[src/rtl/gnb_div.sv]
// Bit-serial restoring divider, one quotient bit per cycle.
// Standalone; used twice in turn by grid_next_boundary.
`default_nettype none

module gnb_div #(
    parameter int DW = 84,
    parameter int VW = 71
) (
    input  logic          i_clk,
    input  logic          i_rst_n,
    input  logic          i_start,
    input  logic [DW-1:0] i_dvd,
    input  logic [VW-1:0] i_dvs,
    output logic          o_done,
    output logic [DW-1:0] o_quo,
    output logic [VW-1:0] o_rem
);

    localparam int CW = $clog2(DW + 1);

    logic [CW-1:0] r_cnt;
    logic          r_done;
    logic [DW-1:0] r_q;
    logic [VW-1:0] r_rem;
    logic [VW-1:0] r_dvs;

    logic [VW:0]   w_trial;
    logic [VW:0]   w_diff;
    logic          w_ge;

    // Dividend leaves from the top while quotient bits enter at the bottom
    assign w_trial = {r_rem, r_q[DW-1]};
    assign w_diff  = w_trial - {1'b0, r_dvs};
    assign w_ge    = w_trial >= {1'b0, r_dvs};

    always_ff @(posedge i_clk) begin
        if (!i_rst_n) begin
            r_cnt  <= '0;
            r_done <= 1'b0;
        end else begin
            r_done <= 1'b0;
            if (i_start) begin
                r_cnt <= CW'(DW);
                r_q   <= i_dvd;
                r_rem <= '0;
                r_dvs <= i_dvs;
            end else if (r_cnt != '0) begin
                r_cnt <= r_cnt - 1'b1;
                r_q   <= {r_q[DW-2:0], w_ge};
                r_rem <= w_ge ? w_diff[VW-1:0] : w_trial[VW-1:0];
                if (r_cnt == CW'(1)) begin
                    r_done <= 1'b1;
                end
            end
        end
    end

    assign o_done = r_done;
    assign o_quo  = r_q;
    assign o_rem  = r_rem;

endmodule

`default_nettype wire

[config.mk]
export PLATFORM = sky130hd
export DESIGN_NAME = gnb_div
export DESIGN_NICKNAME = d
export VERILOG_FILES = /design/src/rtl/gnb_div.sv
export SDC_FILE = /design/constraint.sdc
export NUM_CORES = 1
export LEC_CHECK = 0
export BUFFER_PORTS_ARGS = -buffer_cell sky130_fd_sc_hd__buf_2
export CORE_UTILIZATION = 40
export CTS_CLUSTER_SIZE = 16
export DETAILED_ROUTE_END_ITERATION = 7
export GPL_TIMING_DRIVEN = 0
export HOLD_SLACK_MARGIN = 0.15
export PLACE_DENSITY = 0.71
export SYNTH_ARGS = -nofsm -noshare
export SYNTH_HDL_FRONTEND = slang
export SYNTH_SLANG_ARGS = --single-unit
[constraint.sdc]
create_clock -name i_clk -period 6.3 [get_ports i_clk]
set_clock_uncertainty 0.05 [all_clocks]
set_input_delay 0.315 -clock i_clk [delete_from_list [all_inputs] [get_ports i_clk]]
set_output_delay 0.315 -clock i_clk [all_outputs]
set_load 0.01 [all_outputs]
# Yosys cells after proc, flatten, opt, wreduce, memory -nomap -nowiden
# Index checks and enable logic that the tools add are counted.
[word_totals]
word_cells = 25
input_bits = 158
out_inout_bits = 156
regBits = 234
[classes]
magnitude_cmp = 1
n_reduce_logical = 6
n_eq_ne = 1
add_sub_neg = 2
mux = 7
n_bitwise = 2
[ops]
columns = ["operator", "n"]
rows = [
  ["$mux 84", 2],
  ["$mux 71", 2],
  ["$ge 72x71->1", 1],
  ["$sub 71x71->71", 1],
  ["$mux 7", 2],
  ["$eq 7x1->1 const B", 1],
  ["$reduce_bool 7->1", 1],
  ["$sub 7x1->7 const B", 1],
  ["$reduce_and 2->1", 2],
  ["$reduce_or 3->1", 1],
  ["$not 1->1", 2],
  ["$reduce_bool 2->1", 1],
  ["$reduce_or 2->1", 1],
  ["$mux 1", 1],
]

# Logic depth before layout (Yosys ltp)
[depth]
word_depth = 3
ltp_mapped = 16
ltp_nobuf = 13

# Worst setup path after synthesis
# Ideal clock, no wire load.
[synth_path]
path_kind = "input-to-reg"
startpoint = "input i_start"
endpoint = "register r_q[0] (netlist: o_quo[0]), enable pin"
path_stages = 4
arrival_ns = 4.691
slack_ns = 1.031
path_buffers = 3
required_ns = 5.722
cell_sequence = "clkbuf_1 -> clkbuf_1 -> buf_1 -> o21a_1"
[synth_via]
elab_chain_len = 2
[synth_lines]
columns = ["item", "line", "source"]
rows = [
  ["start, declared", "11", "input logic i_start,"],
  ["$reduce_bool 2->1 (no line)", "n/a", ""],
  ["$reduce_and 2->1 (no line)", "n/a", ""],
  ["end signal, assigned", "44", "r_q <= i_dvd;"],
  ["end signal, assigned", "49", "r_q <= {r_q[DW-2:0], w_ge};"],
  ["end, declared", "23", "logic [DW-1:0] r_q;"],
]
# No other way between the ends.
# A chain may end at the register's enable or synchronous reset.

# Worst setup path after layout
[layout_path]
startpoint = "register r_q[83] (netlist: o_quo[83])"
endpoint = "register r_rem[55] (netlist: o_rem[55]), data pin"
[layout_via]
elab_chain_len = 3
[layout_lines]
columns = ["item", "line", "source"]
rows = [
  ["$sub 71x71->71 / $ge 72x71->1 (equally long branches)", "33, 34", ""],
  ["$mux 71 *", "50", "r_rem <= w_ge ? w_diff[VW-1:0] : w_trial[VW-1:0];"],
  ["$mux 71 *", "47", "end else if (r_cnt != '0) begin"],
  ["end signal, assigned", "50", ""],
  ["end, declared", "24", "logic [VW-1:0] r_rem;"],
]
# Mark *: on every way between the ends. The rest lies on a longest branch, timed or not. The select of a mux whose other input is x is not followed.

==> impl_metrics.py <==
metrics = {
    "placement": {
        "portBuffers": 312,
        "place_ws_ns": 2.04,
        "hpwlAfterDp_um": 32200,
        "placedCellCount": 2032,
        "gp_congestion": 0.938,
    },
    "run": {
        "cap_violations": 0,
    },
    "synth": {
        "synth_edf_count": 226,
        "syn_inst": 1262,
        "yosys-top-cells-count": "edfxtp_1 (226), nor2_1 (107), inv_1 (96)",
        "synth_ff_type": "edfxtp_1",
        "yosysWarnings": 0,
        "synth_cell_types": 79,
        "avgSynthCellArea_um2": 11.1,
        "ys_ff_latch": 234,
        "async_flop_share_pct": 0,
        "yosysSeqAreaShare_pct": 49.4,
        "synthTopCellsByArea": "edfxtp_1 (48%), mux2_2 (6.7%), ha_1 (6.5%)",
        "syn_area_um2": 14100,
        "syn_nets": 1494,
        "synth_top_area_share_pct": 48.3,
        "synth_top_area_cell": "edfxtp_1",
        "post-synth-top-count-cell": "edfxtp_1",
    },
    "die": {
        "core_area_um2": 34500,
        "io_pins": 314,
        "num_rows": 68,
        "die_x_um": 189,
        "start_util_pct": 40.7,
        "die_y_um": 189,
        "die_area_um2": 35900,
    },
    "timing": {
        "period_share_pct": 68.1,
        "hold_violations": 0,
        "max_slew.worst_pin.slew_ns": 1.01,
        "timing.final.ws_setup_ns": 2.01,
        "rsz0062_at_grt": "no",
        "holdWs_ns": 0.332,
        "max_slew_margin_pct": 32.1,
        "max_freq_mhz": 233,
        "setup_viol_count_final": 0,
        "period_needed_ns": 4.29,
        "slew_viol_final": 0,
    },
    "drt": {
        "vias": 12100,
        "drc": 0,
        "met3_length_um": 3060,
        "wl_met2_um": 21800,
        "avgRoutedWirePerCell_um": 19.9,
        "routed_wl_um": 44500,
        "drt-initial-drc-count": 830,
        "antenna_left": 0,
        "first_pass_iters": 5,
        "met1_length_um": 17700,
        "via_per_inst": 5.39,
        "top_layer_used": "met4",
    },
    "clocking": {
        "cts-htree-levels": 1,
        "cts.repair.resized": 0,
        "cts_buffers": 27,
        "cts.path.max_buffers": 3,
        "cts_tree": "yes",
        "clkTransAtPathRegs_ns": 0.07,
        "clock_sinks": 234,
        "cts_root_buf": "clkbuf_16",
        "worstSkewPairLatency_ns": 0.57,
    },
    "grt": {
        "grt_usage_pct": 24.3,
        "antenna_found_initial": 2,
        "grt-ovfl-total": 0,
        "grt_pass1_wl_um": 67600,
        "grt_max_degree": 70,
        "grt_pass1_vias": 12000,
    },
    "final_layout": {
        "postLayoutCoreUtil_pct": 54.4,
        "layout.nets": 1994,
        "instances_no_fill": 2240,
        "drive_gt1_share_pct": 27.6,
        "nFillCells": 2999,
        "area_growth_pct": 33.6,
    },
    "critical_path": {
        "crit_arrival_ns": 4.63,
        "criticalPathCategory": "register to register",
        "crit_fanout": 10,
        "cp-start-kind": "register",
        "r2r_start": "o_quo[83]",
        "endpoint_kind": "register",
        "crit_path_start": "o_quo[83]",
        "crit_required_ns": 6.64,
    },
    "status": {
        "status": "finished clean",
    },
    "min_path": {
        "min_path_type": "primary input to register",
        "min-delay-start": "i_start",
    },
    "pwr": {
        "p_leak_uw": 0.00818,
        "vdd_drop_max_mv": 0.271,
        "power.density_nw_per_um2": 318,
    },
}
per-stage QoR:
stage | TNS [ns] | power, uW | cell area [um2]
global placement | -233.90 | 4170 | 16200
global route | 0 | 6290 | 18800
floorplan | 0 | 3580 | 14100
CTS | 0 | 5980 | 18800
detailed placement | 0 | 4190 | 16300
finish | 0 | 5970 | 18800
timing repair:
action	CTS	global route
endpoints found under the hold margin	160	0
hold buffers	156	0
setup buffers	0	0
path summary, 6_finish.rpt:
check	slack [ns]	cells past startpoint	endpoint
setup / recovery	2.01	14	o_rem[55]
hold / removal	0.33	3	r_cnt[0]
setup reg to reg	2.01	14	o_rem[55]
hold reg to reg	0.46	2	r_cnt[1]
worst max-delay path, cell delays in order (launching register included):
cell and delay (ns):
edfxtp_1 0.49, inv_1 0.15, ha_1 0.21, fa_1 0.22
nand2b_1 0.14, a21oi_1 0.11, o31a_1 0.36, a31o_1 0.29
a211o_1 0.36, o211ai_2 0.14, a21oi_1 0.09, nor2_1 0.78
buf_2 0.47, nand2_1 0.09, a21oi_1 0.17
cell type report:
| class | instances | area (um2) | area share [%] |
|---|---|---|---|
| multi-input cells | 875 | 6470 | 34.5 |
| inverters | 96 | 360 | 1.92 |
| clock inverters | 18 | 224 | 1.19 |
| well taps | 455 | 569 | 3.03 |
| clock buffers | 32 | 724 | 3.86 |
| repair buffers | 471 | 3200 | 17.0 |
| plain buffers | 57 | 288 | 1.53 |
| diodes | 2 | 5.00 | 0.0266 |
| flip-flops and latches | 234 | 6950 | 37.0 |
metal layers:
metal,vias to the layer above,track usage [%]
li1,5680,-
met1,5755,29.4
met2,533,42.4
met3,104,4.63
met4,0,9.65
met5,-,0
where the power goes:
| group | leakage [uW] | internal (uW) | switching (uW) |
|---|---|---|---|
| clock | 0.000466 | 996 | 699 |
| sequential | 0.00226 | 1960 | 132 |
| combinational | 0.00545 | 927 | 1260 |
| total | 0.00818 | 3880 | 2090 |
flip-flops by register name, indices dropped and copies added, names as in the netlist:
register  cells
o_quo        84
o_rem        71
r_dvs        71
r_cnt         7
o_done        1
cell families (layout without fill, tap and decap cells):
kind of cell | after synthesis | in the layout | synth area share [%]
AND/OR/NAND/NOR | 295 | 295 | 9.97
flip-flops | 234 | 234 | 49.4
XOR/XNOR | 66 | 66 | 4.11
other | 0 | 2 | 0
adder cells (fa/ha/maj) | 74 | 74 | 6.64
multiplexers | 143 | 143 | 10.9
AO/OA/AOI/OAI | 297 | 297 | 14.3
buffers and inverters | 153 | 674 | 4.61
cells in the final DEF (no fill, tap or decap), drive strengths merged, types with 5 or more instances in the layout:
| cell | netlist | routed |
|---|---|---|
| xnor2 | 44 | 44 |
| nor4 | 8 | 8 |
| buf | 23 | 338 |
| a21o | 35 | 35 |
| nor2b | 6 | 6 |
| a31oi | 16 | 16 |
| nor3 | 18 | 18 |
| mux2i | 59 | 59 |
| o21ai | 52 | 52 |
| o21a | 10 | 10 |
| nand3b | 7 | 7 |
| edfxtp | 226 | 226 |
| a21oi | 90 | 90 |
| inv | 96 | 100 |
| nand3 | 16 | 16 |
| a211oi | 15 | 15 |
| a211o | 5 | 5 |
| and3 | 10 | 10 |
| clkbuf | 34 | 66 |
| clkinv | 0 | 8 |
| nand4 | 20 | 20 |
| nand2 | 76 | 76 |
| o211ai | 7 | 7 |
| dfxtp | 8 | 8 |
| mux2 | 84 | 84 |
| ha | 73 | 73 |
| o21bai | 10 | 10 |
| dlygate4sd3 | 0 | 156 |
| nand2b | 9 | 9 |
| a31o | 6 | 6 |
| nor2 | 107 | 107 |
| o31ai | 8 | 8 |
| xor2 | 22 | 22 |
No activity file was read; power rests on OpenSTA's default activity.
