## src/rtl/gnb_mul.sv

```systemverilog
// Bit-serial shift-add multiplier, LSB of the multiplier first, with a
// rounding constant preloaded into the accumulator. Standalone.
`default_nettype none

module gnb_mul #(
    parameter int AW      = 84,
    parameter int BW      = 71,
    parameter int RND_BIT = 31
) (
    input  logic          i_clk,
    input  logic          i_rst_n,
    input  logic          i_start,
    input  logic [AW-1:0] i_a,
    input  logic [BW-1:0] i_b,
    output logic          o_done,
    output logic [BW-1:0] o_hi,
    output logic [AW-1:0] o_lo
);

    localparam int CW = $clog2(AW + 1);

    logic [CW-1:0] r_cnt;
    logic          r_done;
    logic [BW-1:0] r_acc;
    logic [AW-1:0] r_a;
    logic [BW-1:0] r_b;
    logic [BW:0]   w_sum;

    // Accumulator never exceeds the larger of the preload and the multiplicand
    assign w_sum = {1'b0, r_acc} + (r_a[0] ? {1'b0, r_b} : '0);

    always_ff @(posedge i_clk) begin
        if (!i_rst_n) begin
            r_cnt  <= '0;
            r_done <= 1'b0;
        end else begin
            r_done <= 1'b0;
            if (i_start) begin
                r_cnt <= CW'(AW);
                r_acc <= BW'(1) << RND_BIT;
                r_a   <= i_a;
                r_b   <= i_b;
            end else if (r_cnt != '0) begin
                r_cnt <= r_cnt - 1'b1;
                r_acc <= w_sum[BW:1];
                // product bits retire into the multiplier register from the top
                r_a   <= {w_sum[0], r_a[AW-1:1]};
                if (r_cnt == CW'(1)) begin
                    r_done <= 1'b1;
                end
            end
        end
    end

    assign o_done = r_done;
    assign o_hi   = r_acc;
    assign o_lo   = r_a;

endmodule

`default_nettype wire

```

## config.mk

```make
export PLATFORM = sky130hd
export DESIGN_NAME = gnb_mul
export DESIGN_NICKNAME = d
export VERILOG_FILES = /design/src/rtl/gnb_mul.sv
export SDC_FILE = /design/constraint.sdc
export NUM_CORES = 1
export LEC_CHECK = 0
export BUFFER_PORTS_ARGS = -buffer_cell sky130_fd_sc_hd__buf_4
export CAP_MARGIN = 20
export CORE_MARGIN = 5
export CORE_UTILIZATION = 50
export CTS_CLUSTER_SIZE = 8
export DETAILED_ROUTE_END_ITERATION = 10
export GPL_TIMING_DRIVEN = 0
export PLACE_DENSITY = 0.78
export SLEW_MARGIN = 20
export SYNTH_ARGS = -nofsm -noshare
export SYNTH_HDL_FRONTEND = slang
export SYNTH_SLANG_ARGS = --single-unit
```

## constraint.sdc

```tcl
create_clock -name i_clk -period 5.2 [get_ports i_clk]
set_input_delay 0.26 -clock i_clk [delete_from_list [all_inputs] [get_ports i_clk]]
set_output_delay 0.26 -clock i_clk [all_outputs]
set_load 0.02 [all_outputs]
```

Word level (Yosys, flattened, before mapping)
Cells that the tools add are included.
{"block": "totals", "in_bits": 158, "out_inout_bits": 156, "register_bits": 234, "wordCells": 24}
{"block": "op_classes", "n_eq_ne": 1, "n_reduce_logical": 6, "n_bitwise": 2, "add_sub_neg": 2, "n_mux": 7}
{"op": "84-bit two-way mux", "count": 2}
{"op": "71-bit two-way mux", "count": 2}
{"op": "71-bit by 71-bit adder with 72-bit output", "count": 1}
{"op": "7-bit two-way mux", "count": 2}
{"op": "7-bit by 1-bit equality test with 1-bit output, second input constant", "count": 1}
{"op": "7-bit nonzero test", "count": 1}
{"op": "7-bit by 1-bit subtractor with 7-bit output, second input constant", "count": 1}
{"op": "2-bit AND reduction", "count": 2}
{"op": "3-bit OR reduction", "count": 1}
{"op": "1-bit inverter", "count": 2}
{"op": "2-bit nonzero test", "count": 1}
{"op": "2-bit OR reduction", "count": 1}
{"op": "1-bit two-way mux", "count": 1}

Longest topological paths before layout
{"block": "logic_depth", "word_depth": 4, "depth_mapped": 13, "ltp_nobuf": 12}

Worst setup path before layout
No wires, ideal clock.
{"block": "synth_path", "path_type": "input -> register", "from": "input i_start", "to": "register r_acc[0] (netlist: o_hi[0]), enable pin", "arrival_time_ps": 4372, "cell_stages": 3, "n_path_buf": 2, "setup_time_ps": 528, "t_required_ps": 4672, "path_slack_ps": 300, "cell_sequence": "clkbuf_1 clkbuf_1 o21a_1"}
{"block": "synth_via", "elab_chain_len": 2}
{"item": "start, declared", "line_no": "12", "rtl": "input logic i_start,"}
{"item": "2-bit nonzero test (no source line)"}
{"item": "2-bit AND reduction (no source line)"}
{"item": "end signal, assigned", "line_no": "40", "rtl": "r_acc <= BW'(1) << RND_BIT;"}
{"item": "end signal, assigned", "line_no": "45", "rtl": "r_acc <= w_sum[BW:1];"}
{"item": "end, declared", "line_no": "24", "rtl": "logic [BW-1:0] r_acc;"}
Every way passes these cells.
A chain may end at the register's enable or synchronous reset.

Worst setup path in the final report
{"block": "layout_path", "from": "register r_a[0] (netlist: o_lo[0])", "to": "register r_acc[68] (netlist: o_hi[68]), data pin"}
{"block": "layout_via", "elab_chain_len": 3}
{"item": "start, declared", "line_no": "25", "rtl": "logic [AW-1:0] r_a;"}
{"item": "start signal, assigned", "line_no": "41", "rtl": "r_a <= i_a;"}
{"item": "start signal, assigned", "line_no": "47", "rtl": "r_a <= {w_sum[0], r_a[AW-1:1]};"}
{"item": "71-bit two-way mux", "line_no": "30", "rtl": "assign w_sum = {1'b0, r_acc} + (r_a[0] ? {1'b0, r_b} : '0);"}
{"item": "71-bit by 71-bit adder with 72-bit output", "line_no": "30"}
{"item": "71-bit two-way mux", "line_no": "43", "rtl": "end else if (r_cnt != '0) begin"}
Every way passes these cells. The select of a mux whose other input is x is not followed.

==> key figures <==
Outcome
  – Outcome: finished, final reports clean

Cells and area
  – Layout net count: between 1500 and 2000
  – Non-filler cells, final: 1945
  – Synth-to-layout area growth: 34.1%
  – Cell area after layout: 17900 um^2
  – Ant diodes: 0
  – Layout cells sized above 1: just under 30%

Yosys
  – Register bit total from synthesis: roughly 230
  – Synth Net Count: between 1000 and 1500
  – Sequential fraction of the synthesis area: approximately 52%
  – Post-synthesis adder-cell area fraction: approximately 7%
  – Post-synthesis compound-gate area fraction: between 10% and 20%
  – Synth Instances: 1172
  – EDFF count, synth: between 200 and 250
  – Synth top area share: 50.8%
  – Most frequently used flop master after synthesis: edfxtp_1
  – Most instantiated cells after synthesis: edfxtp_1, nor2_1, a21oi_1
  – Synthesized area: approximately 13000 um^2
  – Largest family of logic cells by synthesized area: compound AO/OA/AOI/OAI gates
  – Most frequent cell after synthesis: edfxtp_1
  – Synth Area per Inst: around 11 um^2
  – Cell variety after synth: 67
  – Multiplexer area fraction after synthesis: under 10%
  – Post-synthesis xor/xnor area fraction: between 3 and 4%
  – Post-synth ARST share: 0%
  – Area leader, netlist: edfxtp_1
  – Ranking of synthesized cells by area: edfxtp_1, mux2_2, ha_1
  – Warnings, synthesis: 0
  – Simple-Gate Fraction of Synth Area: a little over an eighth

Route
  – DRC: 0
  – Wirelength per Cell: about 20 um
  – Initial DRC count: 680
  – Antenna Violating Nets Remaining: 0
  – Wirelength, routed: ~39000 um
  – Vias/cell: around 5.6
  – DR vias: ~11000
  – Drt first pass iters: 5

STA
  – Setup-violating endpoint count in the final report: 0
  – Clock Skews: around 0.018 ns
  – Final hold violations: 0
  – Worst Max-Slew Pin Slew: about 0.76 ns
  – Crit path time final: between 4 and 5 ns
  – Setup Total Neg Slack: 0 ns
  – Period utilization: ~90%
  – Hold Slack: between 0.02 and 0.025 ns
  – Final Slew Violations: 0
  – RSZ-0062 raised after global routing: false
  – Fmax: 213 MHz
  – Slew headroom: around half

Clock network
  – Clock sinks: between 200 and 250
  – Clk pin slew, worst setup/hold paths: about 0.050 ns
  – Num CTS Buffers: 35
  – Root buffer cell: clkbuf_16
  – Worst-Skew Late Latency: 0.52 ns
  – Postcts setup bufs: 0
  – Htree depth: 2
  – CTS tree: done
  – Clock Tree Buf Depth: 3

Global routing
  – Total grt overflow: 0
  – Initial antenna violation count: 0
  – First-pass GRT wire length: approximately 61000 um
  – Total GRT Usage: 25.3%
  – Largest net degree at the start of global routing: 52
  – Vias in the first global route: about 11000

Setup path
  – Worst Path Arrival: 4.95 ns
  – Reg2Reg Depth: 13
  – CP Launch Type: flip-flop
  – Crit. End Element: flip-flop
  – Crit-path max FO: 10
  – Crit path required time: roughly 5.5 ns
  – Crit Path Class: flip-flop to flip-flop

Power and ir drop
  – Sw Ratio: around a third
  – Power Density: 355 nW/um^2
  – Combinational share of power: a little under 30%
  – Net Sw Power: 0.00201 W
  – Int Pwr: 0.00436 W
  – Flop pwr share: approximately two fifths
  – Worst ir drop on vdd: around 0.24 mV
  – Clock power share: 32.2%
  – Static Leakage: about 7.4 nW
  – Total power: about 0.0064 W

Floorplan
  – Core area: around 26000 um^2
  – Top-Level Pins: ~310
  – Die W: 173 um
  – Die ar.: about 30000 um^2
  – Rows: a little under 60
  – Die Height: 173 um
  – Initial Utilization: between 50 and 60%

Hold path
  – Worst hold path type: input port to flip-flop
  – WHS Path Cells: 2

Job
  – Max_cap viols: 0

Placed design
  – Placed Area: ~16000 um^2
  – Post-detail-place hpwl: 28900 um
  – PortBufs: around 310
  – Placer Congestion: approximately 0.94
  – # placed instances: 1824
==> cell usage in the layout, fill, tap and decap left out, types with 4 or more instances in the layout <==
master | netlist | final
xnor2_1 | 31 | 31
nor3_1 | 24 | 24
xor2_1 | 22 | 22
buf_4 | 0 | 313
nand4_1 | 29 | 29
dfxtp_1 | 8 | 8
or3_1 | 7 | 7
a31oi_1 | 4 | 4
a21oi_1 | 96 | 96
ha_1 | 73 | 73
o21bai_1 | 19 | 19
inv_1 | 24 | 24
nand2_1 | 63 | 63
a21o_1 | 47 | 47
dlygate4sd3_1 | 0 | 71
and2_1 | 76 | 75
mux2_2 | 91 | 91
edfxtp_1 | 226 | 226
a211oi_1 | 7 | 7
o21ai_2 | 4 | 4
nand3_1 | 13 | 13
nand2b_1 | 9 | 9
and3_1 | 4 | 4
clkbuf_1 | 50 | 60
o31ai_1 | 6 | 6
o21ai_0 | 36 | 36
nor2b_1 | 16 | 16
nor2_1 | 104 | 104
o21a_1 | 12 | 11
clkbuf_16 | 0 | 35
o211ai_1 | 8 | 8
==> final cells by class <==
class | count | area, um^2
plain buffers | 54 | 206
clock buffers | 45 | 913
clock inverters | 5 | 56.3
fillers | 1903 | 8280
inverters | 24 | 90.1
multi-input cells | 860 | 6130
flip-flops and latches | 234 | 6950
well taps | 335 | 419
repair buffers | 388 | 3160
==> final timing paths <==
path | startpoint | endpoint | slack, ns
setup / recovery | o_lo[0] | o_hi[68] | 0.50
hold / removal | i_rst_n | r_cnt[2] | 0.02
setup reg to reg | o_lo[0] | o_hi[68] | 0.50
hold reg to reg | r_cnt[6] | r_cnt[6] | 0.51
==> metal layers <==
metal / vias up / part of all wire [%] / global-route usage (%)
met5: - / 0 / 0
met4: 0 / 2.7 / 7.98
met3: 57 / 8.0 / 7.26
met2: 426 / 49 / 43.3
met1: 5209 / 40 / 30.9
li1: 5235 / - / -
==> through the flow <==
step / setup WS, ns / util (%)
2_1_floorplan: 0.300 / -
3_3_place_gp: -2.14 / 61.6
3_5_place_dp: 0.620 / 62.0
4_1_cts: 0.597 / 68.4
5_1_grt: 0.409 / 68.4
6_report: 0.503 / 68.4
==> sequential cells by signal (all words and copies together), names as in the netlist <==
register / flops
r_b: 71
o_done: 1
o_lo: 84
r_cnt: 7
o_hi: 71
==> cell families after synthesis <==
| kind of cell | count (synthesis) |
|---|---|
| multiplexers | 94 |
| AO/OA/AOI/OAI | 278 |
| buffers and inverters | 78 |
| adder cells (fa/ha/maj) | 74 |
| AND/OR/NAND/NOR | 361 |
| XOR/XNOR | 53 |
| flip-flops | 234 |
==> worst max-delay path: stages, from the launching register on <==
cell and delay (ns):
edfxtp_1 0.62, clkbuf_1 0.30, and2_1 0.20, ha_1 0.26, clkbuf_1 0.29, nand4_1 0.22, nor3_1 0.22, o21ai_0 0.13
a21oi_1 0.34, o211ai_1 0.28, a31oi_1 0.64, a21oi_1 0.25, o21ai_0 0.29, mux2_2 0.37
==> timing repair <==
item                       in CTS  in global routing
hold buffers                   71                  0
setup endpoints to repair       0                  0
gates resized for setup         0                  0
hold endpoints to repair       71                  0
==> power by group through the flow <==
| stage | logic [W] | clock network, W | registers, W |
|---|---|---|---|
| floorplan | 0.00100 | 0 | 0.00265 |
| global placement | 0.00175 | 0 | 0.00251 |
| detailed placement | 0.00179 | 0 | 0.00249 |
| CTS | 0.00185 | 0.00209 | 0.00246 |
| global route | 0.00203 | 0.00219 | 0.00247 |
| finish | 0.00186 | 0.00205 | 0.00246 |
Power figures use the tool's default switching activity.
